==> src/hdl/ctsf_pkg.sv <==
// ----------------------------------------------------------------------------
// Cartesian to spherical field package
// Shared widths, stage counts, payload structures and the saturation helper.
// ----------------------------------------------------------------------------
package ctsf_pkg;

  localparam int DATA_W       = 32;
  localparam int FRAC_BITS    = 16;
  localparam int PROD_W       = 2 * DATA_W;
  localparam int WIDE_W       = PROD_W + DATA_W;
  localparam int SD_W         = 2;
  localparam int FRONT_STAGES = 4;
  localparam int ROOT_STAGES  = PROD_W / 2;
  localparam int DIV_STAGES   = PROD_W;
  localparam int BACK_STAGES  = 4;
  localparam int PIPE_DEPTH   = FRONT_STAGES + ROOT_STAGES + DIV_STAGES + BACK_STAGES;

  localparam logic [SD_W-1:0] SPACE_3D = 2'd3;

  localparam logic [WIDE_W-1:0] POS_LIM = {{(WIDE_W-DATA_W+1){1'b0}}, {(DATA_W-1){1'b1}}};
  localparam logic [WIDE_W-1:0] NEG_LIM = POS_LIM + WIDE_W'(1);
  localparam logic signed [DATA_W-1:0] SAT_MAX = {1'b0, {(DATA_W-1){1'b1}}};
  localparam logic signed [DATA_W-1:0] SAT_MIN = {1'b1, {(DATA_W-1){1'b0}}};

  typedef enum logic [1:0] {
    ST_OK     = 2'd0,
    ST_AXIS   = 2'd1,
    ST_ORIGIN = 2'd2,
    ST_SAT    = 2'd3
  } status_e;

  typedef struct packed {
    logic signed [DATA_W-1:0] pos_x;
    logic signed [DATA_W-1:0] pos_y;
    logic signed [DATA_W-1:0] pos_z;
    logic signed [DATA_W-1:0] grad_x;
    logic signed [DATA_W-1:0] grad_y;
    logic signed [DATA_W-1:0] grad_z;
  } point_t;

  // One step of the digit-by-digit square root.
  typedef struct packed {
    logic [DATA_W:0]   rem;
    logic [DATA_W-1:0] root;
    logic [PROD_W-1:0] rad;
  } sqrt_t;

  // One step of restoring division; quo shifts the dividend out and the quotient in.
  typedef struct packed {
    logic [DATA_W-1:0] rem;
    logic [PROD_W-1:0] quo;
    logic [DATA_W-1:0] dvs;
  } div_t;

  typedef struct packed {
    logic signed [DATA_W-1:0] field_x;
    logic signed [DATA_W-1:0] field_y;
    logic signed [DATA_W-1:0] field_z;
    logic signed [DATA_W-1:0] z;
    logic                     num_neg;
    logic                     pxy_neg;
    logic signed [DATA_W-1:0] azi;
    logic                     azi_sat;
  } carry_t;

  typedef struct packed {
    carry_t            c;
    logic [PROD_W-1:0] num_mag;
    logic [PROD_W-1:0] pxy_mag;
  } sq_side_t;

  typedef struct packed {
    logic signed [DATA_W-1:0] val;
    logic                     sat;
  } sat_t;

  typedef struct packed {
    logic signed [DATA_W-1:0] field_x;
    logic signed [DATA_W-1:0] field_y;
    logic signed [DATA_W-1:0] field_z;
    logic signed [DATA_W-1:0] field_radial;
    logic signed [DATA_W-1:0] field_azimuth;
    logic signed [DATA_W-1:0] field_polar;
    status_e                  status;
  } result_t;

  // Clamps a sign and magnitude pair to the signed output range.
  function automatic sat_t sat32(input logic neg, input logic [WIDE_W-1:0] mag);
    sat_t res;
    res.sat = 1'b0;
    if (neg) begin
      if (mag > NEG_LIM) begin
        res.val = SAT_MIN;
        res.sat = 1'b1;
      end else begin
        res.val = -$signed(mag[DATA_W-1:0]);
      end
    end else begin
      if (mag > POS_LIM) begin
        res.val = SAT_MAX;
        res.sat = 1'b1;
      end else begin
        res.val = $signed(mag[DATA_W-1:0]);
      end
    end
    return res;
  endfunction

endpackage

==> src/hdl/ctsf_sqrt_cell.sv <==
// ----------------------------------------------------------------------------
// Cartesian to spherical field root cell
// One result bit of an integer square root, two radicand bits per cell.
// ----------------------------------------------------------------------------
module ctsf_sqrt_cell (
  input  logic             clk_i,
  input  logic             en_i,
  input  ctsf_pkg::sqrt_t  d_i,
  output ctsf_pkg::sqrt_t  q_o
);
  import ctsf_pkg::*;

  sqrt_t             step_d, step_q;
  logic [DATA_W+2:0] rem_sh, trial, diff;
  logic              ge;

  always_comb begin
    rem_sh = {d_i.rem, d_i.rad[PROD_W-1 -: 2]};
    trial  = {1'b0, d_i.root, 2'b01};
    diff   = rem_sh - trial;
    ge     = rem_sh >= trial;
    step_d.rem  = ge ? diff[DATA_W:0] : rem_sh[DATA_W:0];
    step_d.root = {d_i.root[DATA_W-2:0], ge};
    step_d.rad  = {d_i.rad[PROD_W-3:0], 2'b00};
  end

  always_ff @(posedge clk_i) begin
    if (en_i) begin
      step_q <= step_d;
    end
  end

  assign q_o = step_q;

endmodule

==> config.mk <==
export PLATFORM = sky130hd
export DESIGN_NAME = ctsf_sqrt_cell
export DESIGN_NICKNAME = d
export VERILOG_FILES = /design/src/hdl/ctsf_pkg.sv /design/src/hdl/ctsf_sqrt_cell.sv
export SDC_FILE = /design/constraint.sdc
export NUM_CORES = 1
export LEC_CHECK = 0
export ABC_AREA = 1
export ABC_CLOCK_PERIOD_IN_PS = 2650
export BUFFER_PORTS_ARGS = -buffer_cell sky130_fd_sc_hd__buf_4
export CAP_MARGIN = 5
export CORE_MARGIN = 3
export CORE_UTILIZATION = 40
export CTS_BUF_LIST = sky130_fd_sc_hd__clkbuf_8
export CTS_CLUSTER_DIAMETER = 50
export DETAILED_ROUTE_END_ITERATION = 10
export PLACE_DENSITY_LB_ADDON = 0.12
export SYNTH_ARGS = -nofsm -noshare
export SYNTH_HDL_FRONTEND = slang
export SYNTH_SLANG_ARGS = --single-unit
==> constraint.sdc <==
create_clock -name clk_i -period 2.65 [get_ports clk_i]
set_clock_uncertainty 0.15 [all_clocks]
set_input_delay 0.1325 -clock clk_i [delete_from_list [all_inputs] [get_ports clk_i]]
set_output_delay 0.1325 -clock clk_i [all_outputs]
set_load 0.1 [all_outputs]
* Word-level counts from Yosys, hierarchy flattened
Cells that the tools add are included.
Operators by class: add/sub/neg operators 1, multiply operators 0, divide/modulo/power cells 0, order comparisons 1, equality and inequality tests 0, shift-type cells 0, muxes and demuxes 1, bitwise logic cells 0, reductions and logical operators 0
Operator list (number):
- 35-bit by 34-bit >= comparator with 1-bit output | 1
- 33-bit two-way mux | 1
- 33-bit subtractor | 1
Storage, ports and cells: register bits after elaboration 127, latch bits 0, memory bits (writable) 0, ROM bits 0, input port bits 131, output and inout port bits 129, word-level logic and storage cells 6, memories 0

* Logic depth before layout (Yosys ltp)
Gate-level depths: netlist of the first run.
word-level depth 2, depth in mapped cells 16, depth with buffers taken out 15

* Worst setup path after synthesis of the first run
Ideal clock, no wire load.
kind input to register, start input d_i[78] (netlist name), end register step_q, in the netlist q_o[127], data pin, library setup time 0.253 ns, data arrival time 1.457 ns, required time 2.247 ns, path slack 0.790 ns, stages on the path 14, path buffers 1, cells stage by stage inv_1 > ha_1 > nand2_1 > inv_2 > nand2_2 > nor2_2 > nand4_2 > nand3_2 > nand2_2 > nand2_8 > inv_6 > buf_8 > nand2_2 > nand2_1
RTL lines:
- start: declaration | line ctsf_sqrt_cell.sv:8 | input ctsf_pkg::sqrt_t d_i,
- end signal: assignment | line ctsf_sqrt_cell.sv:29 | step_q <= step_d;
- end: declaration | line ctsf_sqrt_cell.sv:13 | sqrt_t step_d, step_q;

==> impl_metrics.json, run 1 <==
{
  "yosysTopAreaCell": "edfxtp_1",
  "grt_max_degree": 53,
  "whs_ns": 0.05313,
  "hpwl_um": 16130,
  "grt_pass1_wl_um": 35000,
  "seq_area_frac_synth": 0.5360,
  "p_total_uw": 7020,
  "avgRoutedWirePerCell_um": 15.18,
  "critPathMaxFanout": 15,
  "syn_area_um2": 7116,
  "clock-sinks": 127,
  "setup_tns_ns": 0,
  "place_congestion": 0.9046,
  "grt_pass1_vias": 6552,
  "grt_setup_unrepaired": "false",
  "post-cts-setup-buffer-count": 0,
  "crit_required_ns": 2.71,
  "seqCellArea_um2": 3814,
  "routed_wl_um": 22020,
  "syn_to_final_growth_pct": 54.07,
  "crit_type": "in2reg",
  "fin_crit_sh": 0.9489,
  "ys_seq_elements": 127,
  "portBuffers": 257,
  "fp.dieH_um": 139.4,
  "synth_edf_count": 127,
  "nets": 1378,
  "layout_commonest_cell": "nand2_1",
  "initial_core_util": 0.4100,
  "place_inst": 1292,
  "cts_tree": "done",
  "ir_drop_uv": 464.2,
  "run_status": "finished, final reports clean",
  "avgViaCountPerCell": 4.535,
  "multiInputGateArea_um2": 2629,
  "rows": 48,
  "setup_violations": 0,
  "drtAntennaViolNets": 0,
  "cts_root_buffer": "clkbuf_8",
  "cts_buffers": 17,
  "num_vias": 6580,
  "die_x_um": 139.4,
  "yosys_warnings": 0,
  "p_leak_uw": 0.005487,
  "dr.pass1.iters": 5,
  "synth_ff_type": "edfxtp_1",
  "drv_cap": 0,
  "antenna_found_initial": 0,
  "clockBufferDepth": 2,
  "seqPwrFrac": 0.357,
  "period_minus_slack_ns": 2.515,
  "hp-class": "in2reg",
  "syn_area_per_cell_um2": 8.752,
  "fin_cells": 1451,
  "synth.top_cell.area_share": 0.5360,
  "max_freq_mhz": 397.7,
  "netlist_top_cells_area": "edfxtp_1 (54%), nand2_1 (16%), inv_1 (8.2%)",
  "p_clk_frac": 0.238,
  "drc": 0,
  "drt_iter0_drc": 353,
  "ctsHtreeMaxLevel": 4,
  "fillers": 1500,
  "report.final.hold_viol_count": 0,
  "p_sw_frac": 0.4385,
  "worst_pin_slew_ns": 0.5680,
  "coreArea_um2": 17360,
  "final_util": 0.6316,
  "endpoint_kind": "flop",
  "power_density_nw_per_um2": 640.3,
  "async_flop_share": 0,
  "layout-drive-gt1-share": 0.2781,
  "p_int_uw": 3941,
  "track_usage": 0.2280,
  "antenna_cells": 0,
  "pwr-share-comb": 0.405,
  "start_kind": "input port",
  "min_path_cells": 1,
  "yosysUniqueCellTypes": 29,
  "synth_cells": 813,
  "dieArea_um2": 19430,
  "ioPinCount": 260,
  "max_slew_margin": 0.6214,
  "critPathArrivalTime_ns": 2.57,
  "largest_reg_flops": 127,
  "path_clk_slew_ns": 0.09,
  "power.net_switching_uw": 3079,
  "final_max_slew_viol_count": 0,
  "gr-total-overflow": 0,
  "layout_common_cells": "nand2_1 (299), buf_4 (259), inv_1 (155), edfxtp_1 (127), dlygate4sd3_1 (126)"
}
## cell usage after synthesis, types with 6 or more instances
cell and n:
nand2_1 299, inv_1 155, edfxtp_1 127, nand3_1 39, nor2_1 35, ha_1 34
nand2_2 30, a21oi_1 21, xor2_1 14, nand3b_1 9, nor3_1 9, and2_1 7
nor2_2 6
## cell type report
cell class / instances / area share
sequential: 127 / 0.3479
timing repair buffer: 387 / 0.2961
multi-input combinational: 520 / 0.2398
inverter: 160 / 0.05592
tap: 225 / 0.02568
clock buffer: 17 / 0.02134
clock inverter: 15 / 0.01335
## metal layers
layer | wire length [um] | share of wire | vias to the layer above | GRT usage
li1 | - | - | 3350 | -
met1 | 9355 | 0.42 | 2970 | 0.2978
met2 | 10880 | 0.49 | 233 | 0.3878
met3 | 1418 | 0.064 | 27 | 0.04296
met4 | 364 | 0.017 | 0 | 0.06643
met5 | 0 | 0 | - | 0
## cell families after synthesis
logic type	after synthesis	synth area share
AOI/OAI and AO/OA	25	0.01864
xor gates and xnor gates	14	0.01723
adders and majority gates	34	0.05979
buffers and inverters	168	0.09777
DFF	127	0.5360
other	1	0.0005270
and+or+nand+nor	444	0.2701
## critical path: stages
cell and delay (ns):
dlygate4sd3_1 0.53, buf_4 0.11, inv_1 0.03, ha_1 0.36
nand2_1 0.18, inv_1 0.06, nand2_1 0.06, nand2_1 0.09
nand2_1 0.10, a21oi_1 0.08, nor2_2 0.31, nand2_8 0.20
buf_4 0.22, nand3_1 0.07, nand2_1 0.05
## path summary, 6_finish.rpt
| check | from | to | slack, ns |
|---|---|---|---|
| worst max-delay path | d_i[83] | q_o[113] | 0.14 |
| worst min-delay path | en_i | q_o[118] | 0.05 |
## stage by stage
step	setup slack, ns	instance area, um^2
5_1_grt	0.009688	10960
3_3_place_gp	0.1957	9295
4_1_cts	0.1259	10940
6_report	0.1354	10960
2_1_floorplan	0.7897	7119
3_5_place_dp	0.1873	9295
## power by group through the flow
stage / Clock [uW] / Combinational (uW) / Sequential [uW]
global route: 1800 / 3000 / 2530
detailed placement: 0 / 2680 / 2550
CTS: 1720 / 2840 / 2500
floorplan: 0 / 597 / 3950
finish: 1670 / 2840 / 2500
global placement: 0 / 2660 / 2540
## timing repair
| item | in CTS | in global routing |
|---|---|---|
| hold endpoints to repair | 126 | 0 |
| resized for setup | 0 | 5 |
| hold buffers | 126 | 0 |
| setup endpoints to repair | 0 | 32 |
No activity file was read; power rests on OpenSTA's default activity.
==> run 2: changes to the inputs <==
--- a/config.mk
+++ b/config.mk
@@ -9,8 +9,10 @@
 export ABC_CLOCK_PERIOD_IN_PS = 2650
 export BUFFER_PORTS_ARGS = -buffer_cell sky130_fd_sc_hd__buf_4
 export CAP_MARGIN = 5
+export CELL_PAD_IN_SITES_DETAIL_PLACEMENT = 1
+export CELL_PAD_IN_SITES_GLOBAL_PLACEMENT = 2
 export CORE_MARGIN = 3
-export CORE_UTILIZATION = 40
+export CORE_UTILIZATION = 32
 export CTS_BUF_LIST = sky130_fd_sc_hd__clkbuf_8
 export CTS_CLUSTER_DIAMETER = 50
 export DETAILED_ROUTE_END_ITERATION = 10
==> run 2 against run 1 <==
Compared with the run above: sequential share of layout area shrank 0.17 points; critical path depth shrank 1; worst setup slack gained 0.0076 ns.
==> impl_metrics.json, run 2 (synthesis gave the netlist of run 1 again) <==
{
  "fillers": 2461,
  "period_minus_slack_ns": 2.507,
  "coreArea_um2": 21420,
  "dr.pass1.iters": 4,
  "drtAntennaViolNets": 0,
  "setup_violations": 0,
  "drt_iter0_drc": 304,
  "multiInputGateArea_um2": 2613,
  "ctsHtreeMaxLevel": 4,
  "slowest_stage": "dlygate4sd3_1",
  "start_kind": "input port",
  "setup_tns_ns": 0,
  "endpoint_kind": "flop",
  "die_x_um": 155.1,
  "crit_path_max_incr_delay_ns": 0.55,
  "post-cts-setup-buffer-count": 0,
  "nets": 1380,
  "power_density_nw_per_um2": 645.4,
  "dieArea_um2": 24060,
  "grt_pass1_vias": 7220,
  "drc": 0,
  "crit_top_cell": "nand2_1",
  "avgRoutedWirePerCell_um": 17.98,
  "hp-class": "in2reg",
  "drv_cap": 0,
  "track_usage": 0.2246,
  "run_status": "finished, final reports clean",
  "critPathArrivalTime_ns": 2.56,
  "ir_drop_uv": 266.2,
  "clockBufferDepth": 2,
  "whs_ns": 0.2439,
  "initial_core_util": 0.3322,
  "rows": 53,
  "grt_setup_unrepaired": "false",
  "antenna_found_initial": 2,
  "fp.dieH_um": 155.1,
  "portBuffers": 257,
  "seqCellArea_um2": 3814,
  "avgViaCountPerCell": 4.423,
  "cts_root_buffer": "clkbuf_8",
  "fin_area_um2": 11020,
  "cts_tree": "done",
  "num_vias": 6657,
  "dpl_cell_area_um2": 9364,
  "grt_max_degree": 53,
  "routed_wl_um": 27060,
  "p_leak_uw": 0.005497,
  "fin_crit_sh": 0.9461,
  "gr-total-overflow": 0,
  "syn_to_final_growth_pct": 54.83,
  "cp_cell_sequence": "dlygate4sd3_1 > buf_4 > ha_1 > nand2_2 > nor2_4 > nand2_1 > nor2_2 > nand2_1 > nand3_1 > nor2_2 > nand2_8 > inv_8 > nand2_2 > nand2_1",
  "path_clk_slew_ns": 0.09,
  "final_max_slew_viol_count": 0,
  "layout_commonest_cell": "nand2_1",
  "crit_type": "in2reg",
  "grt_pass1_wl_um": 41320,
  "ioPinCount": 260,
  "place_congestion": 0.8344,
  "max_freq_mhz": 398.9,
  "report.final.hold_viol_count": 0,
  "clock-sinks": 127,
  "layout-drive-gt1-share": 0.2785,
  "layout_common_cells": "nand2_1 (299), buf_4 (261), inv_1 (156), dlygate4sd3_1 (127), edfxtp_1 (127)",
  "largest_reg_flops": 127,
  "cts_buffers": 17,
  "crit_required_ns": 2.70,
  "hpwl_um": 19360,
  "critPathMaxFanout": 32
}
-- run 2: cell types whose count changed in the layout (fill, tap and decap cells not counted), sizes merged --
cell,change
buf,+2
clkinv,+2
diode,+2
clkinvlp,-1
dlygate4sd3,+1
inv,-1
nand2,-1
-- run 2: critical path, delay by kind of cell --
family	cells	cell delay, ns
AND/OR/NAND/NOR	10	1.13
buffers and inverters	3	0.84
adder cells (fa/ha/maj)	1	0.43
-- run 2: path summary, 6_finish.rpt --
| check | from | end | slack (ns) | cells past startpoint |
|---|---|---|---|---|
| worst max-delay path | d_i[118] | q_o[124] | 0.14 | 14 |
| worst min-delay path | d_i[79] | q_o[80] | 0.24 | 2 |
-- run 2: routing by layer --
| layer | GRT usage | wire, um | up-vias |
|---|---|---|---|
| met5 | 0 | 0 | - |
| met4 | 0.05887 | 427 | 0 |
| met3 | 0.04701 | 1565 | 23 |
| met2 | 0.3988 | 13520 | 204 |
| met1 | 0.2778 | 11560 | 3077 |
| li1 | - | - | 3353 |
-- run 2: timing repair --
item / CTS / global route
hold endpoints to repair: 145 / 0
gates resized for setup: 0 / 2
hold buffers: 127 / 0
endpoints found under the setup margin: 0 / 32
-- run 2: area by class of cell --
cell class	instances	share of cell area
Antenna cell	2	0.0004543
Sequential cell	127	0.3462
Tap cell	275	0.03123
Timing Repair Buffer	390	0.2961
Inverter	160	0.05520
Clock buffer	17	0.02124
Clock inverter	15	0.01249
Multi-Input combinational cell	519	0.2371
-- run 2: report_power, final --
part | total (uW) | internal (uW) | switching, uW
clock network | 1700 | 756 | 947
registers | 2520 | 2450 | 71.0
logic | 2890 | 732 | 2160
total | 7110 | 3930 | 3180
-- run 2: stage by stage --
stage            util  setup WS (ns)  total power (uW)  cells
2_1_floorplan       -         0.7897              4552    814
3_3_place_gp   0.4372         0.1473              5251   1344
3_5_place_dp   0.4372         0.1294              5283   1344
4_1_cts        0.5139        0.06646              7133   1503
5_1_grt        0.5143        0.01126              7425   1505
6_report       0.5143         0.1429              7110   1505
