$ cat src/hdl/ctsf_pkg.sv
// ----------------------------------------------------------------------------
// Cartesian to spherical field package
// Shared widths, stage counts, payload structures and the saturation helper.
// ----------------------------------------------------------------------------
package ctsf_pkg;

  localparam int DATA_W       = 32;
  localparam int FRAC_BITS    = 16;
  localparam int PROD_W       = 2 * DATA_W;
  localparam int WIDE_W       = PROD_W + DATA_W;
  localparam int SD_W         = 2;
  localparam int FRONT_STAGES = 4;
  localparam int ROOT_STAGES  = PROD_W / 2;
  localparam int DIV_STAGES   = PROD_W;
  localparam int BACK_STAGES  = 4;
  localparam int PIPE_DEPTH   = FRONT_STAGES + ROOT_STAGES + DIV_STAGES + BACK_STAGES;

  localparam logic [SD_W-1:0] SPACE_3D = 2'd3;

  localparam logic [WIDE_W-1:0] POS_LIM = {{(WIDE_W-DATA_W+1){1'b0}}, {(DATA_W-1){1'b1}}};
  localparam logic [WIDE_W-1:0] NEG_LIM = POS_LIM + WIDE_W'(1);
  localparam logic signed [DATA_W-1:0] SAT_MAX = {1'b0, {(DATA_W-1){1'b1}}};
  localparam logic signed [DATA_W-1:0] SAT_MIN = {1'b1, {(DATA_W-1){1'b0}}};

  typedef enum logic [1:0] {
    ST_OK     = 2'd0,
    ST_AXIS   = 2'd1,
    ST_ORIGIN = 2'd2,
    ST_SAT    = 2'd3
  } status_e;

  typedef struct packed {
    logic signed [DATA_W-1:0] pos_x;
    logic signed [DATA_W-1:0] pos_y;
    logic signed [DATA_W-1:0] pos_z;
    logic signed [DATA_W-1:0] grad_x;
    logic signed [DATA_W-1:0] grad_y;
    logic signed [DATA_W-1:0] grad_z;
  } point_t;

  // One step of the digit-by-digit square root.
  typedef struct packed {
    logic [DATA_W:0]   rem;
    logic [DATA_W-1:0] root;
    logic [PROD_W-1:0] rad;
  } sqrt_t;

  // One step of restoring division; quo shifts the dividend out and the quotient in.
  typedef struct packed {
    logic [DATA_W-1:0] rem;
    logic [PROD_W-1:0] quo;
    logic [DATA_W-1:0] dvs;
  } div_t;

  typedef struct packed {
    logic signed [DATA_W-1:0] field_x;
    logic signed [DATA_W-1:0] field_y;
    logic signed [DATA_W-1:0] field_z;
    logic signed [DATA_W-1:0] z;
    logic                     num_neg;
    logic                     pxy_neg;
    logic signed [DATA_W-1:0] azi;
    logic                     azi_sat;
  } carry_t;

  typedef struct packed {
    carry_t            c;
    logic [PROD_W-1:0] num_mag;
    logic [PROD_W-1:0] pxy_mag;
  } sq_side_t;

  typedef struct packed {
    logic signed [DATA_W-1:0] val;
    logic                     sat;
  } sat_t;

  typedef struct packed {
    logic signed [DATA_W-1:0] field_x;
    logic signed [DATA_W-1:0] field_y;
    logic signed [DATA_W-1:0] field_z;
    logic signed [DATA_W-1:0] field_radial;
    logic signed [DATA_W-1:0] field_azimuth;
    logic signed [DATA_W-1:0] field_polar;
    status_e                  status;
  } result_t;

  // Clamps a sign and magnitude pair to the signed output range.
  function automatic sat_t sat32(input logic neg, input logic [WIDE_W-1:0] mag);
    sat_t res;
    res.sat = 1'b0;
    if (neg) begin
      if (mag > NEG_LIM) begin
        res.val = SAT_MIN;
        res.sat = 1'b1;
      end else begin
        res.val = -$signed(mag[DATA_W-1:0]);
      end
    end else begin
      if (mag > POS_LIM) begin
        res.val = SAT_MAX;
        res.sat = 1'b1;
      end else begin
        res.val = $signed(mag[DATA_W-1:0]);
      end
    end
    return res;
  endfunction

endpackage

$ cat src/hdl/ctsf_div_cell.sv
// ----------------------------------------------------------------------------
// Cartesian to spherical field divide cell
// One quotient bit of a restoring division, divisor carried along.
// ----------------------------------------------------------------------------
module ctsf_div_cell (
  input  logic            clk_i,
  input  logic            en_i,
  input  ctsf_pkg::div_t  d_i,
  output ctsf_pkg::div_t  q_o
);
  import ctsf_pkg::*;

  div_t            step_d, step_q;
  logic [DATA_W:0] rem_sh, diff;
  logic            ge;

  always_comb begin
    rem_sh = {d_i.rem, d_i.quo[PROD_W-1]};
    diff   = rem_sh - {1'b0, d_i.dvs};
    ge     = rem_sh >= {1'b0, d_i.dvs};
    step_d.rem = ge ? diff[DATA_W-1:0] : rem_sh[DATA_W-1:0];
    step_d.quo = {d_i.quo[PROD_W-2:0], ge};
    step_d.dvs = d_i.dvs;
  end

  always_ff @(posedge clk_i) begin
    if (en_i) begin
      step_q <= step_d;
    end
  end

  assign q_o = step_q;

endmodule

$ cat config.mk
export PLATFORM = sky130hd
export DESIGN_NAME = ctsf_div_cell
export DESIGN_NICKNAME = d
export VERILOG_FILES = /design/src/hdl/ctsf_pkg.sv /design/src/hdl/ctsf_div_cell.sv
export SDC_FILE = /design/constraint.sdc
export NUM_CORES = 1
export LEC_CHECK = 0
export BUFFER_PORTS_ARGS = -buffer_cell sky130_fd_sc_hd__buf_4
export CAP_MARGIN = 20
export CORE_MARGIN = 2
export CORE_UTILIZATION = 45
export DETAILED_ROUTE_END_ITERATION = 8
export GPL_ROUTABILITY_DRIVEN = 0
export GPL_TIMING_DRIVEN = 1
export HOLD_SLACK_MARGIN = 0.05
export PLACE_DENSITY = 0.73
export SETUP_SLACK_MARGIN = 0.2
export SYNTH_ARGS = -nofsm -noshare
export SYNTH_HDL_FRONTEND = slang
export SYNTH_SLANG_ARGS = --single-unit
export TNS_END_PERCENT = 10
$ cat constraint.sdc
create_clock -name clk_i -period 7.5 [get_ports clk_i]
set_clock_uncertainty 0.15 [all_clocks]
set_input_delay 0.75 -clock clk_i [delete_from_list [all_inputs] [get_ports clk_i]]
set_output_delay 0.75 -clock clk_i [all_outputs]
set_load 0.02 [all_outputs]
## After elaboration in Yosys (flattened, before gate mapping)

Cells that the tools add are included.

- Output and inout port bits: 128
- Register bits: 128
- Word-level logic and storage cells: 6
- Input bits: 130

- Magnitude comparators: 1
- Add/subtract/negate cells: 1
- Muxes and demuxes: 1

Operators by type and width:

| operator | number |
|---|---|
| $ge A33 B32 Y1 | 1 |
| $mux W32 | 1 |
| $sub A32 B32 Y32 | 1 |

## Depth between registers and ports, before layout

Gate-level depths: netlist of run 1.

- Word-level depth: 2
- Depth in mapped cells: 13
- Depth with buffers taken out: 11

## Least setup slack after synthesis of run 1

OpenSTA, ideal clock, no wires.

- Kind: input to register
- Start: input d_i[23] (netlist name)
- End: register step_q, in the netlist q_o[100], data pin
- Stages on the path: 11
- Data required time: 7090 ps
- Arrival time: 2858 ps
- Setup time: 260 ps
- Path slack: 4232 ps
- Path buffers: 2
- Path through: inv_1 ha_1 buf_6 and3_1 o21a_1 a311oi_2 o21ai_1 or3b_1 o21a_1 buf_6 mux2_4

RTL lines:

| what | line | text |
|---|---|---|
| from (decl) | ctsf_div_cell.sv:8 | `input ctsf_pkg::div_t d_i,` |
| to (signal assigned) | ctsf_div_cell.sv:28 | `step_q <= step_d;` |
| to (decl) | ctsf_div_cell.sv:13 | `div_t step_d, step_q;` |

==> results of run 1 <==
## metal layers
metal  up-vias  share of wire (%)  global-route usage [%]
li1       2322                  -                       -
met1      2276                 38                    26.1
met2       220                 51                    39.7
met3        31                9.7                    8.18
met4         0                2.1                    8.58
met5         -                  0                       0
## layout make-up
cell class | count | share of cell area, %
clock buffers | 17 | 4.83
inverters | 46 | 1.96
repair buffers | 259 | 22.1
well taps | 176 | 2.50
flip-flops and latches | 128 | 43.7
clock inverters | 15 | 1.69
multi-input cells | 296 | 23.2
## cells in the final DEF, fill, tap and decap left out, types with 6 or more instances in the layout
master     synthesis  final
edfxtp_1         128    128
buf_4              1    259
inv_6              0      6
nor2_1            37     37
inv_1             46     46
a21oi_1           54     54
ha_1              32     32
nand4_1            8      8
xnor2_1           16     16
nand2_1           24     24
o21ai_0           17     17
o31ai_1            7      7
xor2_1            10     10
mux2_4             8      8
nand3_1            8      8
a21o_1             8      8
clkbuf_16          0     17
nand2b_1           7      7
## final timing paths
path	startpoint	to	slack, ns	depth (start not counted)
min	d_i[67]	q_o[68]	0.35	1
max	d_i[23]	q_o[99]	3.99	11
## metrics by stage
step / util, % / worst slack (ns)
6_report: 66.2 / 3.99
5_1_grt: 66.2 / 3.71
4_1_cts: 66.2 / 4.04
3_5_place_dp: 61.9 / 3.62
3_3_place_gp: 61.9 / 3.77
2_1_floorplan: - / 4.23
## power breakdown
part           leakage (nW)  internal [mW]  total (mW)  switching (mW)
sequential             1.25          0.876       0.896          0.0199
clock                 0.273          0.465       0.800           0.335
combinational          2.36          0.221       0.499           0.278
## cell families (layout without fill, tap and decap cells)
| logic type | Yosys count | count (layout) |
|---|---|---|
| flops | 128 | 128 |
| compound gates | 120 | 120 |
| simple gates | 107 | 107 |
| buf+inv | 63 | 337 |
| fa+ha+maj | 33 | 33 |
| xor+xnor | 26 | 26 |
| mux | 10 | 10 |
==> flow_summary_export.csv, run 1 <==
group,metric,value,unit
global_routing,overflow,0,
power,powerDensity,249,nW/µm²
clocking,cts-root-buf,"clkbuf_16",
clocking,post_cts_resized,0,
clocking,cts_buffers,17,
clocking,htree_levels,4,
global_routing,grt_pass1_wl,25100,µm
layout,fin_area,8800,µm²
placement,dpl_cell_area,8230,µm²
timing,drv_slew,0,
critical_path,slowest_delay,0.52,ns
status,status,"finished clean",
critical_path,worstPathArrival,3.54,ns
routing,ant_nets,0,
clocking,clockBufferDepth,2,
layout,nets,911,
critical_path,worst_setup_path_end_kind,"flip-flop",
routing,dr.pass1.iters,4,
routing,via_per_inst,5.18,
global_routing,antenna_found_initial,0,
synthesis,yosys-top-cells-area,"edfxtp_1 62%, ha_1 6.5%, a21oi_1 4.4%",
floorplanning,row_count,42,
global_routing,grt_max_degree,79,
timing,setup_violations,0,
synthesis,synth_compound_area_share,11.9,%
timing,fin_crit_sh,46.9,%
synthesis,synth_common_cells,"128 x edfxtp_1, 54 x a21oi_1, 46 x inv_1",
routing,drt_wl_total,17100,µm
synthesis,synthMuxAreaShare,2.27,%
critical_path,slowest_stage,"buf_4",
clocking,tritoncts,"built",
layout,multi_input_area,2040,µm²
routing,vias,4849,
routing,drc_errors,0,
floorplanning,initial_core_util,46.4,%
synthesis,synth_most_common_cell,"edfxtp_1",
global_routing,grt_pass1_vias,4712,
placement,dp_cells,905,
timing,worst_slew_pin_slew,0.948,ns
routing,wire_per_inst,18.2,µm
floorplanning,dieWidth,121,µm
synthesis,syn_nets,650,
layout,fillers,1009,
run,drv_cap,0,
timing,fmax,0.285,GHz
timing,slew-limit-headroom,36.8,%
synthesis,synth_top_area_share,62.3,%
synthesis,async_flop_share,0,%
routing,drt_iter0_drc,338,
synthesis,syn-mean-instance-area,12.7,µm²
synthesis,ys_seq_area_share,62.3,%
floorplanning,core-area,13300,µm²
timing,rsz0062_at_grt,"false",
layout,regArea,3840,µm²
clocking,cts_sinks,128,
floorplanning,dieHeight,121,µm
clocking,post-cts-setup-buffer-count,0,
floorplanning,ios,258,
synthesis,yosysTopAreaCell,"edfxtp_1",
synthesis,yosysUniqueCellTypes,49,
power,p_leak,3.88,nW
critical_path,critPathKind,"in2reg",
critical_path,crit_buf_inv,3,
synthesis,synth-edff-count,128,
min_path,min_path_type,"in2reg",
critical_path,path_cells,"buf_4, inv_1, ha_1, and3_1, nand4_1, nor4b_1, a21o_1, o21a_2, buf_4, o21ai_0, o21a_1",
layout,drive_above_1_share,40.1,%
synthesis,synthXorXnorAreaFrac,3.69,%
synthesis,synth_top_family_by_area,"compound AO/OA/AOI/OAI gates",
synthesis,yosys.area_share.simple,8.48,%
placement,io_buffer_count,257,
critical_path,crit_path_max_fanout,56,
synthesis,synth-adder-area-share,6.81,%
critical_path,critPathLaunchType,"input port",
layout,largest_reg_flops,128,
global_routing,grt_use_total,23.0,%
synthesis,synth_area,6170,µm²
placement,dp_hpwl,12900,µm
timing,fin_tns_setup,0,ns
layout,instances_no_fill,937,
synthesis,ys_ff_latch,128,
synthesis,synth_cells,487,
timing,holdWs,0.352,ns
critical_path,cp.required,7.53,ns
timing,fin_crit,3.51,ns
power,max-vdd-ir-drop,0.114,mV
layout,num_antenna_cells,0,
synthesis,synth_flop_cell,"edfxtp_1",
synthesis,synth_warnings,0,
clocking,clkSlewWorstSetupHoldPaths,0.06,ns
timing,hold_viol_final,0,
critical_path,critical_path.most_common_cell,"buf_4",
clocking,hold_buffers,0,
power,p_total,2.20,mW
critical_path,path_delay_family,"simple AND/OR/NAND/NOR gates",
floorplanning,die_area,14700,µm²
layout,area_growth_syn_to_layout,42.6,%
Note: power is estimated with default switching activity, not from simulation.
==> inputs of run 2 (changes only) <==
CORE_UTILIZATION = 44   (was 45)
PLACE_DENSITY = 0.74   (was 0.73)
clock period = 3 ns   (was 7.5 ns; I/O delays follow)
==> flow_summary_export.csv, run 2 (synthesis results as in run 1) <==
group,metric,value,unit
floorplanning,row_count,43,
placement,io_buffer_count,257,
timing,setup_violations,0,
timing,final.setup.worst_slack,0.335,ns
routing,drt_iter0_drc,431,
critical_path,crit_path_max_fanout,4,
layout,regArea,3840,µm²
layout,instances_no_fill,1088,
layout,final_common_cell,"buf_4",
floorplanning,die_area,15000,µm²
critical_path,slowest_stage,"a2111oi_1",
layout,area_growth_syn_to_layout,65.7,%
critical_path,worstPathArrival,2.69,ns
clocking,htree_levels,4,
critical_path,critPathLaunch,"d_i[2]",
timing,fin_tns_setup,0,ns
clocking,cts_sinks,128,
placement,dp_hpwl,13800,µm
layout,fillers,849,
global_routing,antenna_found_initial,0,
floorplanning,dieHeight,122,µm
timing,worst_slew_pin_slew,0.669,ns
clocking,clkSlewWorstSetupHoldPaths,0.06,ns
routing,dr.pass1.iters,5,
clocking,cts-root-buf,"clkbuf_16",
clocking,clockBufferDepth,2,
timing,rsz0062_at_grt,"true",
power,powerDensity,570,nW/µm²
critical_path,path_delay_family,"compound AO/OA/AOI/OAI gates",
clocking,cts_buffers,17,
power,p_leak,4.54,nW
global_routing,grt_pass1_vias,5847,
critical_path,path_cells,"buf_4, inv_1, ha_1, o21ai_0, a21oi_1, a2111oi_0, nor2_1, a2111oi_1, o31ai_1, xor2_1, mux2_4",
floorplanning,ios,258,
min_path,hold_path_end,"q_o[107]",
placement,post-place-ws,-0.0487,ns
power,max-vdd-ir-drop,0.348,mV
placement,dp_cells,951,
clocking,tritoncts,"built",
layout,final_cell_mix,"297 x buf_4, 128 x edfxtp_1, 105 x dlygate4sd3_1",
routing,via_per_inst,5.17,
timing,drv_slew,0,
layout,largest_reg_flops,128,
run,drv_cap,0,
status,status,"finished clean",
layout,fin_area,10200,µm²
layout,nets,1058,
critical_path,worst_setup_path_end_kind,"flip-flop",
floorplanning,core-area,13800,µm²
global_routing,grt_use_total,28.6,%
timing,fmax,0.375,GHz
min_path,holdPathStages,3,
global_routing,overflow,0,
layout,num_antenna_cells,0,
clocking,post-cts-setup-buffer-count,0,
routing,drc_errors,0,
timing,hold_viol_final,0,
layout,multi_input_area,2050,µm²
min_path,hp-start,"d_i[106]",
critical_path,cp.required,3.03,ns
critical_path,worstSetupPathDepth,11,
layout,drive_above_1_share,38.2,%
min_path,min_path_type,"in2reg",
timing,slew-limit-headroom,55.4,%
critical_path,critPathKind,"in2reg",
critical_path,crit_buf_inv,2,
routing,vias,5630,
placement,dpl_cell_area,8590,µm²
timing,fin_crit_sh,88.8,%
critical_path,slowest_delay,0.48,ns
routing,drt_wl_total,21600,µm
routing,ant_nets,0,
routing,wire_per_inst,19.8,µm
critical_path,critPathLaunchType,"input port",
global_routing,grt_pass1_wl,31700,µm
floorplanning,initial_core_util,44.8,%
timing,fin_crit,2.67,ns
floorplanning,dieWidth,122,µm
global_routing,grt_max_degree,71,
-- run 2: power breakdown --
part           internal [mW]  switching, mW
Combinational          0.718          0.770
Clock                   1.24          0.844
Sequential              2.19         0.0705
Total                   4.15           1.68
-- run 2: cell type report --
type	instances	share of cell area (%)
Sequential cell	128	37.6
Inverter	46	1.69
Multi-Input combinational cell	296	20.0
Tap cell	180	2.20
Clock buffer	19	4.23
Timing Repair Buffer	406	32.8
Clock inverter	13	1.48
-- run 2: timing repair --
item	in CTS	in global routing
hold buffers	105	0
endpoints found under the setup margin	0	2
gates resized for setup	0	1
endpoints found under the hold margin	105	0
-- run 2: layer usage --
metal / vias to the layer above / global-route usage, % / wire, µm
li1: 2611 / - / -
met1: 2671 / 32.2 / 8070
met4: 0 / 12.1 / 799
met2: 296 / 49.3 / 10700
met5: - / 0 / 0
met3: 52 / 9.94 / 1940
-- run 2: metrics by stage --
stage                     total power [mW]  hold WS, ns  utilization (%)
after global routing                  6.03       0.0742             74.3
after floorplan                       2.98        0.249                -
after global placement                3.59        0.329             62.4
after CTS                             5.78       0.0648             74.2
after detailed placement              3.62        0.329             62.4
final                                 5.83       0.0730             74.3
-- run 2: worst max-delay path by stage --
stage / end / slack (ns)
3_3_place_gp: q_o[120] / 0.005
4_1_cts: q_o[126] / 0.39
6_report: q_o[127] / 0.33
5_1_grt: q_o[126] / 0.19
2_1_floorplan: q_o[100] / 0.22
3_5_place_dp: q_o[126] / -0.05
==> inputs of run 3 (changes only) <==
==> constraint.sdc (replaced) <==
create_clock -name clk_i -period 3 [get_ports clk_i]
set_clock_uncertainty 0.15 [all_clocks]
set_input_delay 0.75 -clock clk_i [delete_from_list [all_inputs] [get_ports clk_i]]
set_output_delay 0.75 -clock clk_i [all_outputs]
set_load 0.02 [all_outputs]
==> flow_summary_export.csv, run 3 (synthesis results as in run 1) <==
group,metric,value,unit
global_routing,grt_use_total,25.1,%
floorplanning,ios,258,
timing,final.setup.worst_slack,0.0605,ns
layout,num_antenna_cells,0,
layout,final_cell_mix,"369 x buf_4, 128 x edfxtp_1, 44 x a21oi_1",
critical_path,cp.required,3.02,ns
routing,drt_wl_total,19700,µm
routing,via_per_inst,5.09,
floorplanning,dieHeight,122,µm
timing,drv_slew,0,
floorplanning,die_area,15000,µm²
clocking,clockBufferDepth,2,
floorplanning,row_count,43,
timing,worst_slew_pin_slew,0.431,ns
placement,dpl_cell_area,9140,µm²
power,p_leak,4.50,nW
power,max-vdd-ir-drop,0.375,mV
layout,largest_reg_flops,128,
clocking,cts_buffers,17,
routing,wire_per_inst,18.5,µm
timing,holdWs,0.349,ns
clocking,cts-root-buf,"clkbuf_16",
routing,dr.pass1.iters,4,
routing,drt_iter0_drc,292,
critical_path,path_cells,"buf_8, ha_4, a21o_1, o21a_1, a311oi_2, o21ai_2, or3b_4, o21a_4, buf_4, buf_4, nor2_1, a21oi_1",
critical_path,worstPathArrival,2.96,ns
timing,fin_crit_sh,98.0,%
routing,vias,5416,
global_routing,antenna_found_initial,0,
clocking,cts_sinks,128,
floorplanning,core-area,13800,µm²
clocking,hold_buffers,0,
layout,fillers,917,
timing,rsz0062_at_grt,"true",
timing,fin_crit,2.94,ns
layout,nets,1034,
routing,ant_nets,0,
timing,slew-limit-headroom,71.3,%
critical_path,worst_setup_path_end_kind,"flip-flop",
critical_path,crit_path_max_fanout,6,
routing,drc_errors,0,
clocking,htree_levels,4,
global_routing,grt_pass1_wl,28000,µm
placement,io_buffer_count,257,
timing,fin_tns_setup,0,ns
critical_path,critPathKind,"in2reg",
floorplanning,initial_core_util,44.8,%
power,powerDensity,566,nW/µm²
placement,dp_hpwl,14300,µm
timing,fmax,0.340,GHz
layout,final_common_cell,"buf_4",
run,drv_cap,0,
placement,post-place-ws,-0.558,ns
critical_path,slowest_delay,0.39,ns
layout,fin_area,10100,µm²
status,status,"finished clean",
timing,setup_violations,0,
floorplanning,dieWidth,122,µm
global_routing,grt_pass1_vias,5443,
critical_path,critical_path.most_common_cell,"buf_4",
clocking,clkSlewWorstSetupHoldPaths,0.06,ns
critical_path,path_delay_family,"compound AO/OA/AOI/OAI gates",
critical_path,critPathLaunchType,"input port",
power,p_total,5.73,mW
critical_path,crit_buf_inv,3,
critical_path,slowest_stage,"or3b_4",
global_routing,grt_max_degree,84,
global_routing,overflow,0,
layout,area_growth_syn_to_layout,64.1,%
min_path,min_path_type,"in2reg",
clocking,tritoncts,"built",
timing,hold_viol_final,0,
layout,drive_above_1_share,54.2,%
## run 3: changes by cell type in the layout (fill, tap and decap cells not counted), sizes merged
cell / previous run / this run
buf: 301 / 380
bufinv: 2 / 0
clkinv: 2 / 3
clkinvlp: 4 / 6
dlygate4sd3: 105 / 0
o21a: 6 / 7
## run 3: repair_timing
item                                    4_1_cts  5_1_grt
buffers inserted                              7        5
pin swaps                                     6       19
gates resized for setup                      26       43
endpoints found under the setup margin       33       32
cloned                                        0        2
## run 3: area by class of cell
class                           count  area (µm²)  area share, %
Clock inverter                     14         109           1.07
Sequential cell                   128        3840           38.0
Clock buffer                       18         429           4.24
Timing Repair Buffer              381        2940           29.1
Multi-Input combinational cell    297        2390           23.7
Inverter                           46         180           1.78
Tap cell                          180         225           2.22
## run 3: per-stage QoR
step | util (%) | std cells
2_1_floorplan | - | 487
5_1_grt | 73.5 | 1064
3_3_place_gp | 66.3 | 1018
3_5_place_dp | 66.3 | 1018
4_1_cts | 71.5 | 1057
6_report | 73.5 | 1064
## run 3: final timing paths
check	start	end	slack (ns)	cells past startpoint
max	d_i[118]	q_o[97]	0.06	12
min	d_i[53]	q_o[54]	0.35	1
## run 3: layer usage
metal | GRT usage (%) | up-vias | part of all wire [%]
met5 | 0 | - | 0
met4 | 9.77 | 0 | 2.2
met3 | 7.30 | 34 | 7.9
met2 | 46.6 | 221 | 53
met1 | 26.8 | 2590 | 37
li1 | - | 2571 | -
## run 3: where the power goes
part           switching (mW)  total, mW  internal, mW
clock network           0.823       1.89          1.06
logic                   0.812       1.60         0.783
registers              0.0550       2.25          2.19
total                    1.69       5.73          4.04
